## src/rtl/crs_pkg.sv

```systemverilog
// ----------------------------------------------------------------------------
// crs_pkg
// Shared types and constants of the Catmull-Rom stroke subdivider.
// ----------------------------------------------------------------------------
`default_nettype none

package crs_pkg;

  localparam int unsigned FIFO_DEPTH = 4;
  localparam int unsigned DIN_W      = 50;
  localparam int unsigned DIV_W      = 52;
  localparam int unsigned Q_W        = DIV_W + 1;
  localparam int unsigned M_W        = 15;

  localparam logic [7:0]         REG_TENSION = 8'd0;
  localparam logic [7:0]         REG_SUBDIV  = 8'd1;
  localparam logic signed [15:0] TENSION_RST = 16'sd8192;
  localparam logic [4:0]         SUBDIV_RST  = 5'd4;
  localparam logic [4:0]         SUBDIV_DFLT = 5'd4;

  localparam logic [2:0] STEP_FIRST = 3'd0;
  localparam logic [2:0] STEP_SEG0  = 3'd1;
  localparam logic [2:0] STEP_MID   = 3'd2;
  localparam logic [2:0] STEP_LAST  = 3'd3;
  localparam logic [2:0] STEP_ERR   = 3'd4;

  typedef struct packed {
    logic signed [31:0] x;
    logic signed [31:0] y;
    logic [15:0]        pr;
    logic [31:0]        st;
  } pt_t;

  typedef enum logic [1:0] {
    JOB_FIRST,
    JOB_SEG,
    JOB_ERR
  } job_kind_t;

  typedef struct packed {
    job_kind_t          kind;
    pt_t                a;
    pt_t                b;
    pt_t                c;
    pt_t                d;
    logic [4:0]         n;
    logic signed [16:0] k;
    logic               last;
  } job_t;

  typedef struct packed {
    logic full;
    logic empty;
  } q_stat_t;

  typedef enum logic [0:0] {
    F_IDLE,
    F_PUSH
  } front_state_t;

  typedef enum logic [3:0] {
    B_IDLE,
    B_SQ,
    B_CUBE,
    B_MUL,
    B_SUM,
    B_KMUL,
    B_PRE,
    B_DIV,
    B_EMIT
  } back_state_t;

endpackage

`default_nettype wire

```

## src/rtl/crs_front.sv

```systemverilog
// ----------------------------------------------------------------------------
// crs_front
// Accepts stroke points, keeps the three-point window and the configuration,
// and turns later points into curve jobs (or an error job) for the back.
// ----------------------------------------------------------------------------
`default_nettype none

module crs_front #(
  parameter int MAX_SUBDIV = 16
) (
  input  wire logic               clk,
  input  wire logic               rst_n,
  input  wire logic               in_valid,
  output logic                    in_ready,
  input  wire logic signed [31:0] in_pos_x,
  input  wire logic signed [31:0] in_pos_y,
  input  wire logic [15:0]        in_pen_pressure,
  input  wire logic [31:0]        in_stamp,
  input  wire logic               in_final_point,
  input  wire logic               cfg_valid,
  input  wire logic [7:0]         cfg_index,
  input  wire logic [15:0]        cfg_data,
  output logic                    push,
  output crs_pkg::job_t           job,
  input  wire crs_pkg::q_stat_t   qstat
);

  localparam logic [4:0] NMAX = 5'(MAX_SUBDIV);

  crs_pkg::front_state_t state_r, state_nxt;
  crs_pkg::pt_t          win_r [3];
  crs_pkg::pt_t          win_nxt [3];
  crs_pkg::pt_t          q_r, q_nxt, q_in;
  logic                  fin_r, fin_nxt;
  logic [2:0]            step_r, step_nxt;
  logic [2:0]            end_r, end_nxt;
  logic [2:0]            seen_r, seen_nxt;
  logic signed [15:0]    tension_r, tension_nxt;
  logic [4:0]            subdiv_r, subdiv_nxt;
  logic [4:0]            n0, n_eff;
  logic                  accept, go;

  assign q_in.x  = in_pos_x;
  assign q_in.y  = in_pos_y;
  assign q_in.pr = in_pen_pressure;
  assign q_in.st = in_stamp;
  assign accept  = in_valid && in_ready;
  assign go      = (seen_r >= 3'd3) || in_final_point;
  assign n0      = (subdiv_r == 5'd0) ? crs_pkg::SUBDIV_DFLT : subdiv_r;
  assign n_eff   = (n0 > NMAX) ? NMAX : n0;

  always_comb begin
    state_nxt = state_r;
    case (state_r)
      crs_pkg::F_IDLE: begin
        if (accept && go) begin
          state_nxt = crs_pkg::F_PUSH;
        end
      end
      crs_pkg::F_PUSH: begin
        if (push && step_r == end_r) begin
          state_nxt = crs_pkg::F_IDLE;
        end
      end
      default: state_nxt = crs_pkg::F_IDLE;
    endcase
  end

  always_comb begin
    in_ready = 1'b0;
    push     = 1'b0;
    case (state_r)
      crs_pkg::F_IDLE: in_ready = 1'b1;
      crs_pkg::F_PUSH: push = !qstat.full;
      default: begin
      end
    endcase
  end

  always_comb begin
    job      = '0;
    job.n    = n_eff;
    job.k    = 17'sd16384 - 17'(tension_r);
    job.last = (step_r == end_r);
    job.kind = crs_pkg::JOB_SEG;
    case (step_r)
      crs_pkg::STEP_FIRST: begin
        job.kind = crs_pkg::JOB_FIRST;
        job.a    = win_r[0];
      end
      crs_pkg::STEP_SEG0: begin
        job.a = win_r[0];
        job.b = win_r[0];
        job.c = win_r[1];
        job.d = win_r[2];
      end
      crs_pkg::STEP_MID: begin
        job.a = win_r[0];
        job.b = win_r[1];
        job.c = win_r[2];
        job.d = q_r;
      end
      crs_pkg::STEP_LAST: begin
        job.a = win_r[1];
        job.b = win_r[2];
        job.c = q_r;
        job.d = q_r;
      end
      default: job.kind = crs_pkg::JOB_ERR;
    endcase
  end

  always_comb begin
    win_nxt     = win_r;
    q_nxt       = q_r;
    fin_nxt     = fin_r;
    step_nxt    = step_r;
    end_nxt     = end_r;
    seen_nxt    = seen_r;
    tension_nxt = tension_r;
    subdiv_nxt  = subdiv_r;
    if (cfg_valid) begin
      case (cfg_index)
        crs_pkg::REG_TENSION: tension_nxt = cfg_data;
        crs_pkg::REG_SUBDIV:  subdiv_nxt  = cfg_data[4:0];
        default: begin
        end
      endcase
    end
    if (accept) begin
      q_nxt   = q_in;
      fin_nxt = in_final_point;
      if (!go) begin
        win_nxt[seen_r[1:0]] = q_in;
        seen_nxt             = seen_r + 3'd1;
      end else if (seen_r < 3'd3) begin
        step_nxt = crs_pkg::STEP_ERR;
        end_nxt  = crs_pkg::STEP_ERR;
      end else begin
        step_nxt = (seen_r == 3'd3) ? crs_pkg::STEP_FIRST : crs_pkg::STEP_MID;
        end_nxt  = in_final_point ? crs_pkg::STEP_LAST : crs_pkg::STEP_MID;
      end
    end
    if (push) begin
      if (step_r == end_r) begin
        if (fin_r) begin
          seen_nxt = 3'd0;
        end else begin
          win_nxt[0] = win_r[1];
          win_nxt[1] = win_r[2];
          win_nxt[2] = q_r;
          seen_nxt   = 3'd4;
        end
      end else begin
        step_nxt = step_r + 3'd1;
      end
    end
  end

  always_ff @(posedge clk) begin
    if (!rst_n) begin
      state_r   <= crs_pkg::F_IDLE;
      seen_r    <= 3'd0;
      tension_r <= crs_pkg::TENSION_RST;
      subdiv_r  <= crs_pkg::SUBDIV_RST;
      step_r    <= crs_pkg::STEP_FIRST;
      end_r     <= crs_pkg::STEP_FIRST;
      fin_r     <= 1'b0;
    end else begin
      state_r   <= state_nxt;
      seen_r    <= seen_nxt;
      tension_r <= tension_nxt;
      subdiv_r  <= subdiv_nxt;
      step_r    <= step_nxt;
      end_r     <= end_nxt;
      fin_r     <= fin_nxt;
    end
  end

  always_ff @(posedge clk) begin
    win_r <= win_nxt;
    q_r   <= q_nxt;
  end

endmodule

`default_nettype wire

```

## config.mk

```make
export PLATFORM = sky130hd
export DESIGN_NAME = crs_front
export DESIGN_NICKNAME = d
export VERILOG_FILES = /design/src/rtl/crs_pkg.sv /design/src/rtl/crs_front.sv
export SDC_FILE = /design/constraint.sdc
export NUM_CORES = 1
export LEC_CHECK = 0
export ABC_AREA = 1
export BUFFER_PORTS_ARGS = -buffer_cell sky130_fd_sc_hd__buf_4
export CORE_MARGIN = 2
export CORE_UTILIZATION = 41
export CTS_BUF_LIST = sky130_fd_sc_hd__clkbuf_4 sky130_fd_sc_hd__clkbuf_8
export DETAILED_ROUTE_END_ITERATION = 16
export PLACE_DENSITY_LB_ADDON = 0.12
export SLEW_MARGIN = 20
export SYNTH_ARGS = -nofsm -noshare
export SYNTH_HDL_FRONTEND = slang
export SYNTH_SLANG_ARGS = --single-unit
```

## constraint.sdc

```tcl
create_clock -name clk -period 5.5 [get_ports clk]
set_input_delay 0.275 -clock clk [delete_from_list [all_inputs] [get_ports clk]]
set_output_delay 0.275 -clock clk [all_outputs]
set_load 0.02 [all_outputs]
```

Word-level counts from Yosys, hierarchy flattened
Cells that the tools add are included.
{ "op_classes": {"n_eq_ne": 6, "n_reduce_logical": 14, "bitwise": 2, "n_mux": 31, "order_cmp": 5, "add_sub_neg": 3} }
{ "ops": {"columns": ["operator", "count"], "rows": [
  ["two-way mux 336 bit", 5],
  ["one-hot mux 336 bit (3 select lines)", 1],
  ["bitwise mux 336 bit", 1],
  ["demux 112 bit (select 2 bit)", 1],
  ["one-hot mux 112 bit (2 select lines)", 1],
  ["two-way mux 112 bit", 1],
  ["two-way mux 3 bit", 11],
  ["subtractor 16 x 16 -> 17 bit, first input constant", 1],
  ["two-way mux 5 bit", 2],
  ["== test 3 x 2 -> 1 bit, second input constant", 3],
  ["== test 8 x 1 -> 1 bit, second input constant", 1],
  ["logical NOT 8 bit", 1],
  ["adder 3 x 1 -> 3 bit, second input constant", 2],
  ["AND reduction 2 bit", 3],
  ["OR reduction 3 bit", 2],
  ["> comparator 5 bit, second input constant", 1],
  ["logical NOT 5 bit", 1],
  ["two-way mux 1 bit", 5],
  ["logical AND 1 bit", 4],
  ["one-hot mux 2 bit (2 select lines)", 1],
  ["== test 3 x 1 -> 1 bit, second input constant", 1],
  ["== test 3 bit", 1],
  ["greater-or-equal comparator 3 x 2 -> 1 bit, second input constant", 1],
  ["greater-or-equal comparator 3 bit, second input constant", 1],
  ["9 further kinds", 9]
]} }
{ "totals": {"inputBits": 143, "ff_bits": 480} }

Logic depth before layout (Yosys ltp)
{ "logic_depth": {"ltp_word": 11, "depth_mapped": 11, "mapped_depth_nobuf": 9} }

Least setup slack after synthesis
No wires, ideal clock.
{ "synth_timing": {"path_kind": "register to register", "startpoint": "register state_r", "endpoint": "register win_r[100] in the netlist's numbering", "arrival_time_ps": 2713, "path_slack_ps": 2728, "stages_incl_launch_ff": 10, "synth_period_minus_slack_ps": 2772, "setup_time_ps": 59, "required_time_ps": 5441, "cell_sequence": "dfxtp_1 -> inv_2 -> nand2_1 -> inv_2 -> nand3_1 -> buf_2 -> buf_2 -> nand2_1 -> nand3_1 -> nand2_1"} }
{ "synth_lines": {"columns": ["item", "line_no", "source"], "rows": [
  ["start, declared", "crs_front.sv:30", "crs_pkg::front_state_t state_r, state_nxt;"],
  ["start signal, assigned", "crs_front.sv:162", "state_r <= crs_pkg::F_IDLE;"],
  ["start signal, assigned", "crs_front.sv:170", "state_r <= state_nxt;"],
  ["end signal, assigned", "crs_front.sv:181", "win_r <= win_nxt;"],
  ["end, declared", "crs_front.sv:31", "crs_pkg::pt_t win_r [3];"]
]} }

==> impl_metrics.py <==
metrics = {
    "run_status": {
        "outcome": "complete, no violations",
    },
    "synthesis": {
        "synth_cells": 4044,
        "yosys-top-cells-area": "dfxtp_1 26%, nand3_1 19%, nand2_1 15%",
        "synth_warnings": 0,
        "synth_top_area_frac": 0.265,
        "syn_area_um2": 27800,
        "synth_largest_area_cell": "dfxtp_1",
        "avgSynthCellArea_um2": 6.87,
        "ys_types": 29,
        "synth_nets": 4198,
        "synth-seq-area-share": 0.386,
        "synth-seq-cells": 480,
    },
    "pwr": {
        "p_leak_nw": 17.6,
        "peakVddDrop_v": 0.000217,
        "powerDensity_nw_per_um2": 434,
    },
    "routing": {
        "wl_per_cell_um": 20.8,
        "drc": 0,
        "drt_iter0_drc": 3091,
        "num_vias": 31500,
        "vias_per_cell": 5.70,
        "dr.pass1.iters": 6,
        "drtAntennaViolNets": 0,
        "wirelength_um": 115000,
    },
    "sta": {
        "worst_slew_pin_slew_ns": 1.09,
        "max_freq_mhz": 238,
        "hold_ws_ns": 0.0896,
        "rsz0062_at_grt": "no",
        "fin_ws_ns": 1.30,
        "hold_viol": 0,
        "fin_skew_ns": 0.0304,
        "relSlewSlack": 0.275,
        "post-route-period-util": 0.764,
        "final_max_slew_viol_count": 0,
        "setup_viol": 0,
        "finalCriticalPeriod_ns": 4.20,
        "tns_ns": 0,
    },
    "floorplan": {
        "fp.dieW_um": 264,
        "io_pins": 618,
        "die_h_um": 264,
        "rows": 95,
        "initial_core_util": 0.414,
        "coreArea_um2": 67200,
        "die-area_um2": 69900,
    },
    "setup_path": {
        "worst-path-max-fanout": 103,
        "path_common_cell": "buf_4",
        "path_delay_family": "buffers and inverters",
        "cpPeakStageDelay_ns": 0.93,
        "worstPathArrival_ns": 3.93,
        "crit_required_ns": 5.22,
        "critPathBufInv": 4,
        "cp_slowest_cell": "inv_6",
        "cp-start-kind": "flop",
        "crit_cells": 8,
        "path_cells": "inv_2 > ha_1 > nand2_4 > inv_6 > buf_4 > nand2_1 > o221ai_1 > buf_4",
        "rr_worst_depth": 7,
        "crit_type": "reg2out",
        "worst_setup_path_end_kind": "output port",
    },
    "finish": {
        "fin_cells": 5522,
        "n_fill_cell": 6736,
        "multiInputGateArea_um2": 13600,
        "final_cell_mix": "1084 x nand2_1, 1050 x nand3_1, 642 x buf_4, 495 x inv_1, 368 x dfxtp_1",
        "layout.nets": 4721,
        "layout_commonest_cell": "nand2_1",
        "register_area_um2": 10700,
        "syn_to_final_growth_pct": 28.8,
        "drive_gt1_frac": 0.183,
        "fin_area_um2": 35800,
    },
    "global_route": {
        "grtUsageTotal": 0.311,
        "grt_pass1_wl_um": 172000,
        "grt_max_degree": 193,
        "first_global_vias": 28800,
        "antenna_found_initial": 7,
        "grt.overflow.total": 0,
    },
    "cts": {
        "cts.sinks": 480,
        "root_buffer": "clkbuf_8",
        "ctsResizeCount": 0,
        "clockBufferDepth": 3,
        "path_clk_slew_ns": 0.06,
        "cts_tree": "yes",
        "clk_latency_ns": 0.69,
        "numCtsBuffers": 90,
        "htreeDepth": 3,
    },
    "placement": {
        "place_congestion": 0.875,
        "hpwlAfterDp_um": 66500,
        "dp.cells": 5215,
        "numPortBuffers": 616,
        "dp_slack_ns": 2.01,
        "placed_area_um2": 32500,
    },
    "worst_hold_path": {
        "hold_path_class": "in2reg",
        "min_path_cells": 4,
    },
    "job": {
        "drv_cap": 0,
    },
}
[where the power goes]
| group | internal [W] | total (W) | switching, W | leakage [nW] |
|---|---|---|---|---|
| Sequential | 0.00491 | 0.00558 | 0.000666 | 4.17 |
| Combinational | 0.00211 | 0.00607 | 0.00396 | 12.4 |
| Clock | 0.00222 | 0.00387 | 0.00165 | 1.06 |
[final timing paths]
| check | start | endpoint | slack (ns) |
|---|---|---|---|
| max reg2reg | seen_r[0]$_SDFF_PN0_ | win_r[48]$_DFF_P_ | 2.47 |
| max | step_r[0]$_SDFF_PN0_ | job[273] | 1.30 |
| min | in_valid | fin_r$_SDFFE_PN0P_ | 0.09 |
| min reg2reg | win_r[122]$_DFF_P_ | win_r[234]$_DFF_P_ | 0.46 |
[tightest hold or removal path: stages]
cell and delay (ns):
buf_4 0.08, nand2_1 0.18, nand2_1 0.12, a21oi_1 0.06
[kinds of logic (layout without fill, tap and decap cells)]
kind of cell,Yosys count,count (layout),synth area share
buf+inv,863,1462,0.128
flops,480,480,0.386
compound gates,477,477,0.131
other cells,0,6,0
fa+ha+maj,11,11,0.00495
simple gates,2201,2201,0.346
xor+xnor,12,12,0.00378
[synthesized netlist by cell type (all sizes together)]
library cell / number
a21oi: 27
buf: 179
clkbuf: 177
clkinv: 2
dfxtp: 368
edfxtp: 112
ha: 11
inv: 505
nand2: 1086
nand3: 1054
nand3b: 1
nand4: 4
nor2: 51
nor3: 4
o211ai: 112
o21a: 1
o221ai: 224
o22ai: 112
o31ai: 1
or2: 1
xnor2: 2
xor2: 10
[area by class of cell]
type / instances / area share
Antenna cell: 6 / 0.000419
Clock buffer: 159 / 0.0524
Clock inverter: 9 / 0.00311
Inverter: 507 / 0.0541
Multi-Input combinational cell: 2701 / 0.381
Sequential cell: 480 / 0.300
Tap cell: 873 / 0.0305
Timing Repair Buffer: 787 / 0.179
[timing repair]
action | 4_1_cts | 5_1_grt
buffers inserted | 0 | 0
endpoints found under the hold margin | 476 | 0
hold buffers | 133 | 0
[sequential cells by signal, indices dropped and copies added, names as in the netlist]
| name | cells |
|---|---|
| end_r | 3 |
| fin_r | 1 |
| q_r | 112 |
| seen_r | 3 |
| state_r | 1 |
| step_r | 3 |
| subdiv_r | 5 |
| tension_r | 16 |
| win_r | 336 |
[stage by stage]
stage / utilization / total power (W)
detailed placement: 0.483 / 0.0115
finish: 0.533 / 0.0155
floorplan: - / 0.00943
CTS: 0.533 / 0.0155
global placement: 0.483 / 0.0115
global route: 0.533 / 0.0165
[per-layer routing]
metal	wire, um	share of wire	track usage
met2	52000	0.45	0.495
met5	13	0.00011	0
met4	4870	0.042	0.134
met1	46800	0.41	0.405
met3	11000	0.096	0.0693
Note: power is estimated with default switching activity, not from simulation.
