<file path="config.mk">
export PLATFORM = sky130hd
export DESIGN_NAME = crs_fifo
export DESIGN_NICKNAME = d
export VERILOG_FILES = /design/src/rtl/crs_pkg.sv /design/src/rtl/crs_fifo.sv
export SDC_FILE = /design/constraint.sdc
export NUM_CORES = 1
export LEC_CHECK = 0
export BUFFER_PORTS_ARGS = -buffer_cell sky130_fd_sc_hd__buf_2
export CORE_UTILIZATION = 26
export CTS_CLUSTER_DIAMETER = 50
export DETAILED_ROUTE_END_ITERATION = 16
export MAX_ROUTING_LAYER = met4
export PLACE_DENSITY = 0.51
export SYNTH_ARGS = -nofsm -noshare
export SYNTH_HDL_FRONTEND = slang
export SYNTH_SLANG_ARGS = --single-unit
</file>
<file path="constraint.sdc">
create_clock -name clk -period 15.7 [get_ports clk]
set_input_delay 3.925 -clock clk [delete_from_list [all_inputs] [get_ports clk]]
set_output_delay 3.925 -clock clk [all_outputs]
set_load 0.05 [all_outputs]
</file>
<file path="src/rtl/crs_pkg.sv">
// ----------------------------------------------------------------------------
// crs_pkg
// Shared types and constants of the Catmull-Rom stroke subdivider.
// ----------------------------------------------------------------------------
`default_nettype none

package crs_pkg;

  localparam int unsigned FIFO_DEPTH = 4;
  localparam int unsigned DIN_W      = 50;
  localparam int unsigned DIV_W      = 52;
  localparam int unsigned Q_W        = DIV_W + 1;
  localparam int unsigned M_W        = 15;

  localparam logic [7:0]         REG_TENSION = 8'd0;
  localparam logic [7:0]         REG_SUBDIV  = 8'd1;
  localparam logic signed [15:0] TENSION_RST = 16'sd8192;
  localparam logic [4:0]         SUBDIV_RST  = 5'd4;
  localparam logic [4:0]         SUBDIV_DFLT = 5'd4;

  localparam logic [2:0] STEP_FIRST = 3'd0;
  localparam logic [2:0] STEP_SEG0  = 3'd1;
  localparam logic [2:0] STEP_MID   = 3'd2;
  localparam logic [2:0] STEP_LAST  = 3'd3;
  localparam logic [2:0] STEP_ERR   = 3'd4;

  typedef struct packed {
    logic signed [31:0] x;
    logic signed [31:0] y;
    logic [15:0]        pr;
    logic [31:0]        st;
  } pt_t;

  typedef enum logic [1:0] {
    JOB_FIRST,
    JOB_SEG,
    JOB_ERR
  } job_kind_t;

  typedef struct packed {
    job_kind_t          kind;
    pt_t                a;
    pt_t                b;
    pt_t                c;
    pt_t                d;
    logic [4:0]         n;
    logic signed [16:0] k;
    logic               last;
  } job_t;

  typedef struct packed {
    logic full;
    logic empty;
  } q_stat_t;

  typedef enum logic [0:0] {
    F_IDLE,
    F_PUSH
  } front_state_t;

  typedef enum logic [3:0] {
    B_IDLE,
    B_SQ,
    B_CUBE,
    B_MUL,
    B_SUM,
    B_KMUL,
    B_PRE,
    B_DIV,
    B_EMIT
  } back_state_t;

endpackage

`default_nettype wire

</file>
<file path="src/rtl/crs_fifo.sv">
// ----------------------------------------------------------------------------
// crs_fifo
// Short job queue between the front and the back.
// ----------------------------------------------------------------------------
`default_nettype none

module crs_fifo (
  input  wire logic            clk,
  input  wire logic            rst_n,
  input  wire logic            push,
  input  wire crs_pkg::job_t   din,
  input  wire logic            pop,
  output crs_pkg::job_t        dout,
  output crs_pkg::q_stat_t     stat
);

  localparam int unsigned DEPTH = crs_pkg::FIFO_DEPTH;
  localparam int unsigned AW    = $clog2(DEPTH);

  crs_pkg::job_t  mem_r [DEPTH];
  logic [AW-1:0]  wr_ptr_r, wr_ptr_nxt;
  logic [AW-1:0]  rd_ptr_r, rd_ptr_nxt;
  logic [AW:0]    cnt_r, cnt_nxt;

  always_comb begin
    wr_ptr_nxt = push ? wr_ptr_r + AW'(1) : wr_ptr_r;
    rd_ptr_nxt = pop ? rd_ptr_r + AW'(1) : rd_ptr_r;
    cnt_nxt    = cnt_r + (AW+1)'(push) - (AW+1)'(pop);
  end

  always_ff @(posedge clk) begin
    if (!rst_n) begin
      wr_ptr_r <= '0;
      rd_ptr_r <= '0;
      cnt_r    <= '0;
    end else begin
      wr_ptr_r <= wr_ptr_nxt;
      rd_ptr_r <= rd_ptr_nxt;
      cnt_r    <= cnt_nxt;
    end
  end

  always_ff @(posedge clk) begin
    if (push) begin
      mem_r[wr_ptr_r] <= din;
    end
  end

  assign dout       = mem_r[rd_ptr_r];
  assign stat.full  = (cnt_r == (AW+1)'(DEPTH));
  assign stat.empty = (cnt_r == '0);

  a_no_overflow: assert property (@(posedge clk) disable iff (!rst_n) push |-> !stat.full)
    else $error("job pushed into full queue");
  a_no_underflow: assert property (@(posedge clk) disable iff (!rst_n) pop |-> !stat.empty)
    else $error("job popped from empty queue");
  a_cnt_range: assert property (@(posedge clk) disable iff (!rst_n)
    cnt_r <= (AW+1)'(DEPTH))
    else $error("queue count out of range");

endmodule

`default_nettype wire

</file>
Word level (Yosys, flattened, before mapping):

Memories as Yosys holds them, arrays and structs flattened. A register that Yosys moved wholly into a read port is not among the register bits.
Index checks and enable logic that the tools add are counted.

* input port bits: 477
* output and inout bits: 475
* bits in writable memories: 1892
* memories: 1
* logic and storage cells: 14
* flip-flop bits (word level): 7

Memories
* mem_r: words 4, bits a word 473, rd ports 1, clocked after Yosys merged registers in 1, wr ports 1, RTL line crs_fifo.sv:20 `crs_pkg::job_t mem_r [DEPTH];`

* equal/unequal tests: 1
* mux-type cells: 4
* reductions and logical operators: 1
* $add $sub $neg: 4

Operators with widths (count)
* 2-bit by 1-bit adder with 2-bit output, second input constant: 2
* 2-bit 2-to-1 mux: 2
* 3-bit by 1-bit adder with 3-bit output: 1
* 3-bit == test, second input constant: 1
* 3-bit logical NOT: 1
* 3-bit by 1-bit subtractor with 3-bit output: 1
* 1-bit 2-to-1 mux: 2

Depth between registers and ports, before layout:

Gate-level depths: netlist of run 1.

* word-level depth: 3
* gate-level depth with buffers: 7
* mapped depth without buffers: 7

Worst setup path after synthesis of run 1:

No wires, ideal clock.

* path type: in2reg
* from: input port push
* to: memory mem_r[0][0] (netlist bit) (enable)
* setup time: 0.897 ns
* path slack: 0.256 ns
* stages on the path: 1
* buffers on the path: 0
* required time: 14.803 ns
* arrival time: 14.547 ns
* path through: and2_1

* word-level cells in the longest chain between the ends: 2

Ends and longest elaborated chain
* start, declared: RTL line crs_fifo.sv:10 `input wire logic push,`
* 1-bit 2-to-1 mux: RTL line crs_fifo.sv:44 `if (push) begin`
* 1-bit 2-to-1 mux (implied by the code): RTL line crs_fifo.sv:45 `mem_r[wr_ptr_r] <= din;`
* end, declared: RTL line crs_fifo.sv:20

Every way passes these cells.

==> results of run 1 <==
[worst reg2reg max path, stage by stage (launching register included)]
cell and delay (ns):
dfxtp_1 0.40, ha_1 0.17, and2_4 0.59, buf_4 0.83, buf_12 0.59, buf_4 0.91
[power by group]
group | internal [mW] | switching (mW)
combinational | 0.422 | 1.19
clock | 3.29 | 2.15
sequential | 5.84 | 0.0470
total | 9.56 | 3.38
[worst max path at each step]
| stage | from | to | slack (ns) | cells past startpoint |
|---|---|---|---|---|
| floorplan | push | mem_r[0][0] | 0.26 | 1 |
| global placement | push | mem_r[1][449] | 8.03 | 5 |
| detailed placement | push | mem_r[1][449] | 8.02 | 5 |
| CTS | flip-flop | dout[319] | 7.11 | 4 |
| global route | flip-flop | dout[382] | 7.06 | 4 |
| finish | flip-flop | dout[366] | 7.30 | 4 |
[layout make-up]
class / count / area (sq um) / area share
clock buffer: 274 / 6000 / 0.0686
timing repair buffer: 992 / 5190 / 0.0593
clock inverter: 154 / 1960 / 0.0224
antenna: 85 / 213 / 0.00243
tap: 3552 / 4440 / 0.0508
inverter: 7 / 26.3 / 0.000300
multi-input combinational: 500 / 12700 / 0.145
sequential: 1901 / 57000 / 0.651
[stage by stage]
stage | utilization | hold slack, ns | instances | power, mW
after floorplan | - | 0.499 | 2514 | 7.22
after global placement | 0.295 | 0.511 | 6952 | 7.61
after detailed placement | 0.295 | 0.529 | 6952 | 7.63
after CTS | 0.325 | 0.543 | 7380 | 13.1
after global routing | 0.325 | 0.587 | 7451 | 13.4
final | 0.326 | 0.540 | 7465 | 12.9
[cell families (layout without fill, tap and decap cells)]
logic type	count (synthesis)	count (layout)	share of synthesized area
buf+inv	113	1427	0.0128
flops	1901	1901	0.808
compound gates	2	2	0.000213
fa+ha+maj	7	7	0.00135
other cells	0	85	0
simple gates	14	14	0.00106
xor+xnor	3	3	0.000585
mux	474	474	0.176
[state kept, by name, indices dropped and copies added (netlist names), named ones only]
| signal | cells |
|---|---|
| wr_ptr_r | 2 |
| mem_r | 1892 |
| rd_ptr_r | 2 |
| cnt_r | 3 |
[per-layer routing]
layer  up-vias  wire length, um  GRT usage
li1      13900                -          -
met1     16700            68600      0.143
met2      1141            81100      0.195
met3       346            19600     0.0589
met4         0             5650     0.0438
met5         -                0          -
[cells in the mapped netlist]
| master | n | area share |
|---|---|---|
| nor2_1 | 5 | 0.00027 |
| inv_1 | 7 | 0.00037 |
| a21bo_2 | 1 | 0.00014 |
| nand3b_1 | 1 | 0.00011 |
| ha_1 | 6 | 0.0011 |
| nor3_1 | 1 | 0.000071 |
| edfxtp_1 | 1892 | 0.81 |
| buf_2 | 48 | 0.0034 |
| clkbuf_1 | 5 | 0.00027 |
| buf_8 | 5 | 0.0011 |
| xor3_1 | 1 | 0.00034 |
| and2_1 | 6 | 0.00053 |
| xnor2_1 | 2 | 0.00025 |
| dfxtp_1 | 9 | 0.0026 |
| and3_1 | 1 | 0.000089 |
| a21oi_1 | 1 | 0.000071 |
| mux2i_1 | 1 | 0.00014 |
| mux4_1 | 473 | 0.18 |
| buf_6 | 48 | 0.0077 |
| fa_1 | 1 | 0.00028 |
==> Flow_metrics.wiki, run 1 <==
{| class="wikitable"
! Metric !! Value
|-
| Effective utilization at floorplan || 0.262
|-
| Commonest cells after routing, fill and taps aside || 1892 x edfxtp_1, 951 x buf_2, 473 x mux4_1
|-
| HPWL reported at the end of detailed placement || 112000 um
|-
| Fin Setup TNS || 0 ns
|-
| Max Clock Skew || 0.0472 ns
|-
| Class of the tightest hold or removal check || reg -> reg
|-
| Highest ir drop seen on vdd || 0.0000994 V
|-
| Mean number of vias per cell || 4.31
|-
| Max FO, Critical Path || 53
|-
| Instance count along the most critical hold path || 2
|-
| Area of placed instances || 79300 sq um
|-
| Startpoint of the tightest hold check path || rd_ptr_r[1]
|-
| Number of antenna violations at the first check in global routing || about 120
|-
| Final Routed Wirelength || roughly 170000 um
|-
| Final global-route overflow total || 0
|-
| Achievable Freq || 0.119 GHz
|-
| Fillers || 25.5k
|-
| Number of search-and-repair iterations in the first detailed-routing pass || 5
|-
| PD cells || 148 nW/um^2
|-
| Sequence of cells on the critical path || buf_4, buf_4, mux4_1, buf_2
|-
| Maximum buffer depth of the clock tree || 4
|-
| Rel. slew slack || 0.135
|-
| CP max stage cell || buf_4
|-
| Clock slew at reported path FFs || 0.06 ns
|-
| Hold_buf cts || 0
|-
| # H-tree levels || 4
|-
| Standard cell core area || 269000 sq um
|-
| Class of the most critical setup path || reg -> out
|-
| All-layer global routing usage || 0.126
|-
| Most frequent standard cell in the layout excluding fill and tap cells || edfxtp_1
|-
| Reg-to-Reg End || mem_r[1][431]
|-
| Final count of pins violating max slew || 0
|-
| Warnings, synthesis || 0
|-
| Leakage power summed over all cells || 29.6 nW
|-
| Number of design rule violations left after detail routing || 0
|-
| Post-CTS Repair Setup Buffers || 0
|-
| Crit-path most repeated cell || buf_4
|-
| Sort of element at the start of the critical path || flip-flop
|-
| Worst reg2reg path depth || 5
|-
| CTS Sinks || between 1.5k and 2k
|-
| Share of cells above drive strength 1 || 0.353
|-
| Area overhead of the layout relative to synthesis || 24.0%
|-
| Clock latency of the later-clocked register in the worst-skew pair || approximately 0.85 ns
|-
| Least-Margin Pin Slew || 1.30 ns
|-
| Maximum number of pins on one net before global-route repair || 134
|-
| Final standard cell area without fillers || around 90000 sq um
|-
| Average detailed-routed wire length per instance || 23.4 um
|-
| Area of the mapped netlist || 70600 sq um
|-
| Mean Syn Cell Area || 28.1 sq um
|-
| Die Footprint || 273000 sq um
|-
| Setup repair after global routing missed its margin || no
|-
| Maximum single-stage delay on the critical path || 0.90 ns
|-
| Total nets after synthesis || 2998
|-
| Yosys cell types || 20
|-
| First-pass GRT wire length || 243000 um
|-
| TritonCTS clock tree || yes
|-
| Run status || complete, no violations
|-
| Seq cells post-synth || approximately 1.9k
|-
| Vias in the first global route || 33.3k
|-
| # rows || between 150 and 200
|-
| Top-Level Pins || 952
|-
| Final Hold Fails || 0
|-
| Number of DRC violations after detailed-routing iteration 0 || 2028
|-
| Gp weighted congestion || about 0.74
|-
| Die outline width || 523 um
|-
| Number of buffer cells added on primary ports || about 950
|-
| Worst slack at placement || 8.02 ns
|-
| Clock root buffer || clkbuf_16
|-
| Final layout net count || just over 4k
|-
| Launch instance of the worst register-to-register path || wr_ptr_r[0]
|-
| Internal reg-to-reg setup slack || 11.67 ns
|-
| Post-synthesis cell count || about 2.5k
|-
| Arrival time worst endpoint || around 4.5 ns
|-
| Maxcap violations || 0
|-
| Die height || 523 um
|-
| Post-detailed-route count of antenna-violating nets || 0
|-
| Type of destination of the critical path || primary output
|-
| Post-layout minimum cycle time || about 8.4 ns
|-
| TritonCTS buffer count || 233
|-
| Setup violation total in the final timing report || 0
|-
| PnR worst setup slack || 7.30 ns
|-
| CP delay by family, top || buffers and inverters
|-
| Gates resized, CTS repair || 0
|-
| WP buf/inv || 3
|-
| Part of the Yosys area used for sequential elements || 0.808
|-
| Final Cycle Share || 0.535
|-
| Data required, critical path || 11.77 ns
|-
| Overall via count from detail_route || between 30k and 40k
|}
(Power assumes the default switching activity.)
==> run 2: changes to the inputs <==
==> constraint.sdc (replaced) <==
create_clock -name clk -period 7.4 [get_ports clk]
set_input_delay 1.85 -clock clk [delete_from_list [all_inputs] [get_ports clk]]
set_output_delay 1.85 -clock clk [all_outputs]
set_load 0.05 [all_outputs]
==> run 2 against run 1 <==
  * Clock-buffer cell count decreased by 1
  * Clock skew increased by 0.0059 ns
  * Critical path depth unchanged
  * Worst hold slack got worse by 0.0011 ns
  * Largest power group unchanged
  * Flip-flop and latch count unchanged
  * Sequential share of layout area about the same
  * Worst setup slack got worse by 5.1 ns
  * Combinational power increased by 110%
  * Global-route usage about the same
  * Highest routed layer unchanged
==> Flow_metrics.wiki, run 2 (synthesis gave the netlist of run 1 again) <==
{| class="wikitable"
! Metric !! Value
|-
| Class of the tightest hold or removal check || reg -> reg
|-
| All-layer global routing usage || 0.126 (-0.000415)
|-
| Commonest cells after routing, fill and taps aside || 1892 x edfxtp_1, 951 x buf_2, 473 x mux4_1
|-
| Post-Layout Cell Count || 7476 (+0.15%)
|-
| Arrival time worst endpoint || 3.37 ns (-1.11 ns)
|-
| Run status || complete, no violations
|-
| Reported net switching power || 7.08 mW (+110%)
|-
| Achievable Freq || 0.191 GHz
|-
| Max FO, Critical Path || 33 (-38%)
|-
| CTS Sinks || 1901 (unchanged)
|-
| Post-layout minimum cycle time || 5.22 ns
|-
| Multi-input gate area || 12700 sq um (unchanged)
|-
| Post-CTS Repair Setup Buffers || 0 (unchanged)
|-
| Share of cells above drive strength 1 || 0.354 (+0.00147)
|-
| Fin Setup TNS || 0 ns (unchanged)
|-
| Fillers || 25.5k (-0.075%)
|-
| Clock root buffer || clkbuf_16
|-
| Largest registers || mem_r x1892, cnt_r x3
|-
| HPWL reported at the end of detailed placement || 113000 um (+1.2%)
|-
| Highest ir drop seen on vdd || 0.000232 V (+130%)
|-
| TritonCTS clock tree || yes
|-
| Top-Level Pins || 952 (unchanged)
|-
| Die height || 523 um (unchanged)
|-
| Number of antenna violations at the first check in global routing || 109 (-6.8%)
|-
| Reg with most FFs || mem_r
|-
| Area overhead of the layout relative to synthesis || 24.0% (about the same)
|-
| Final Routed Wirelength || 175000 um (-0.27%)
|-
| Final layout net count || 4140 (+0.51%)
|-
| Clock latency of the later-clocked register in the worst-skew pair || 0.88 ns (+0.03 ns)
|-
| TritonCTS buffer count || 231 (-0.86%)
|-
| Type of destination of the critical path || primary output
|-
| Number of buffer cells added on primary ports || 951 (unchanged)
|-
| Vias in the first global route || 33.1k (-0.73%)
|-
| Rel. slew slack || 0.308 (+0.173)
|-
| Effective utilization at floorplan || 0.262 (unchanged)
|-
| Number of DRC violations after detailed-routing iteration 0 || 2033 (+0.25%)
|-
| Combinational share of power || 0.128 (+0.004)
|-
| Leakage power summed over all cells || 29.6 nW (about the same)
|-
| Maximum buffer depth of the clock tree || 4 (unchanged)
|-
| Standard cell core area || 269000 sq um (unchanged)
|-
| Final Hold Fails || 0 (unchanged)
|-
| Average detailed-routed wire length per instance || 23.3 um (-0.42%)
|-
| Least-Margin Pin Slew || 1.04 ns (-0.259 ns)
|-
| Sequential Area || 57000 sq um (unchanged)
|-
| Max Clock Skew || 0.0531 ns (+0.00595 ns)
|-
| Gp weighted congestion || 0.729 (-1.3%)
|-
| # rows || 190 (unchanged)
|-
| PnR worst setup slack || 2.18 ns (-5.12 ns)
|-
| Final count of pins violating max slew || 0 (unchanged)
|-
| Maxcap violations || 0 (unchanged)
|-
| Mean number of vias per cell || 4.27 (-0.81%)
|-
| Tot Pwr || 26.9 mW (+110%)
|-
| Number of design rule violations left after detail routing || 0 (unchanged)
|-
| Class of the most critical setup path || reg -> out
|-
| Data required, critical path || 5.55 ns (-6.22 ns)
|-
| Sw frac || 0.263 (+0.00125)
|-
| First-pass GRT wire length || 242000 um (-0.38%)
|-
| Gates resized, CTS repair || 0 (unchanged)
|-
| Clock slew at reported path FFs || 0.05 ns (about the same)
|-
| Number of search-and-repair iterations in the first detailed-routing pass || 5 (unchanged)
|-
| Most frequent standard cell in the layout excluding fill and tap cells || edfxtp_1
|-
| Count of placed standard cells including taps || 6975 (+0.33%)
|-
| Final global-route overflow total || 0 (unchanged)
|-
| Max reg flops || 1892 (unchanged)
|-
| PD cells || 308 nW/um^2 (+110%)
|-
| Hold_buf cts || 0 (unchanged)
|-
| Setup repair after global routing missed its margin || no
|-
| Relative contribution of the clock network to total power || 0.409 (-0.012)
|-
| Sort of element at the start of the critical path || flip-flop
|-
| Setup violation total in the final timing report || 0 (unchanged)
|-
| Die Footprint || 273000 sq um (unchanged)
|-
| Die outline width || 523 um (unchanged)
|-
| Final core utilization || 0.325 (about the same)
|-
| Internal cell power || 19.9 mW (+110%)
|-
| Maximum number of pins on one net before global-route repair || 123 (-8.2%)
|-
| Overall via count from detail_route || 31.9k (-0.66%)
|-
| Sequential share of power || 0.463 (+0.008)
|-
| # H-tree levels || 4 (unchanged)
|-
| Final Cycle Share || 0.706
|-
| Post-detailed-route count of antenna-violating nets || 0 (unchanged)
|-
| Worst slack at placement || 2.95 ns (-5.07 ns)
|}
-- run 2: cell count changes in the layout (fill, tap and decap cells not counted), moves of 5 or more --
| cell | previous run | this run |
|---|---|---|
| buf_12 | 10 | 28 |
| clkinv_2 | 16 | 28 |
| bufinv_16 | 32 | 22 |
| diode_2 | 85 | 78 |
| clkinvlp_4 | 20 | 14 |
| buf_4 | 31 | 36 |
| inv_6 | 19 | 14 |
-- run 2: stage by stage --
step | instance area [sq um] | hold slack (ns)
after floorplan | 70600 | 0.499
after global placement | 79700 | 0.514
after detailed placement | 79700 | 0.527
after CTS | 87300 | 0.538
after global routing | 87500 | 0.585
final | 87500 | 0.538
-- run 2: worst max-delay path: stages, from the launching register on --
cell	delay, ns
dfxtp_4	0.79
buf_12	0.32
buf_4	0.48
mux4_1	0.62
buf_2	0.23
-- run 2: path summary, 6_finish.rpt --
kind                             startpoint            end  slack (ns)  cells past startpoint
worst max-delay path              flip-flop      dout[319]        2.18                      4
worst min-delay path            rd_ptr_r[1]      flip-flop        0.54                      2
worst max register to register  wr_ptr_r[0]  mem_r[2][104]        4.85                      5
worst min register to register  rd_ptr_r[1]      flip-flop        0.54                      2
-- run 2: power by group through the flow --
stage / clock, mW / sequential, mW / combinational [mW]
after floorplan: 0 / 12.7 / 2.40
after global routing: 11.7 / 12.5 / 3.59
after global placement: 0 / 12.7 / 3.48
final: 11.0 / 12.5 / 3.44
after CTS: 11.3 / 12.5 / 3.50
after detailed placement: 0 / 12.7 / 3.50
-- run 2: area by class of cell --
cell class / instances / area share
multi-input cells: 500 / 0.145
diodes: 78 / 0.00223
repair buffers: 1015 / 0.0639
clock buffers: 273 / 0.0679
clock inverters: 150 / 0.0186
flip-flops and latches: 1901 / 0.651
well taps: 3552 / 0.0508
inverters: 7 / 0.000300
-- run 2: routing by layer --
metal,track usage,wire [um]
met5,-,0
met4,0.0406,4860
met3,0.0574,18800
met2,0.199,83400
met1,0.140,67400
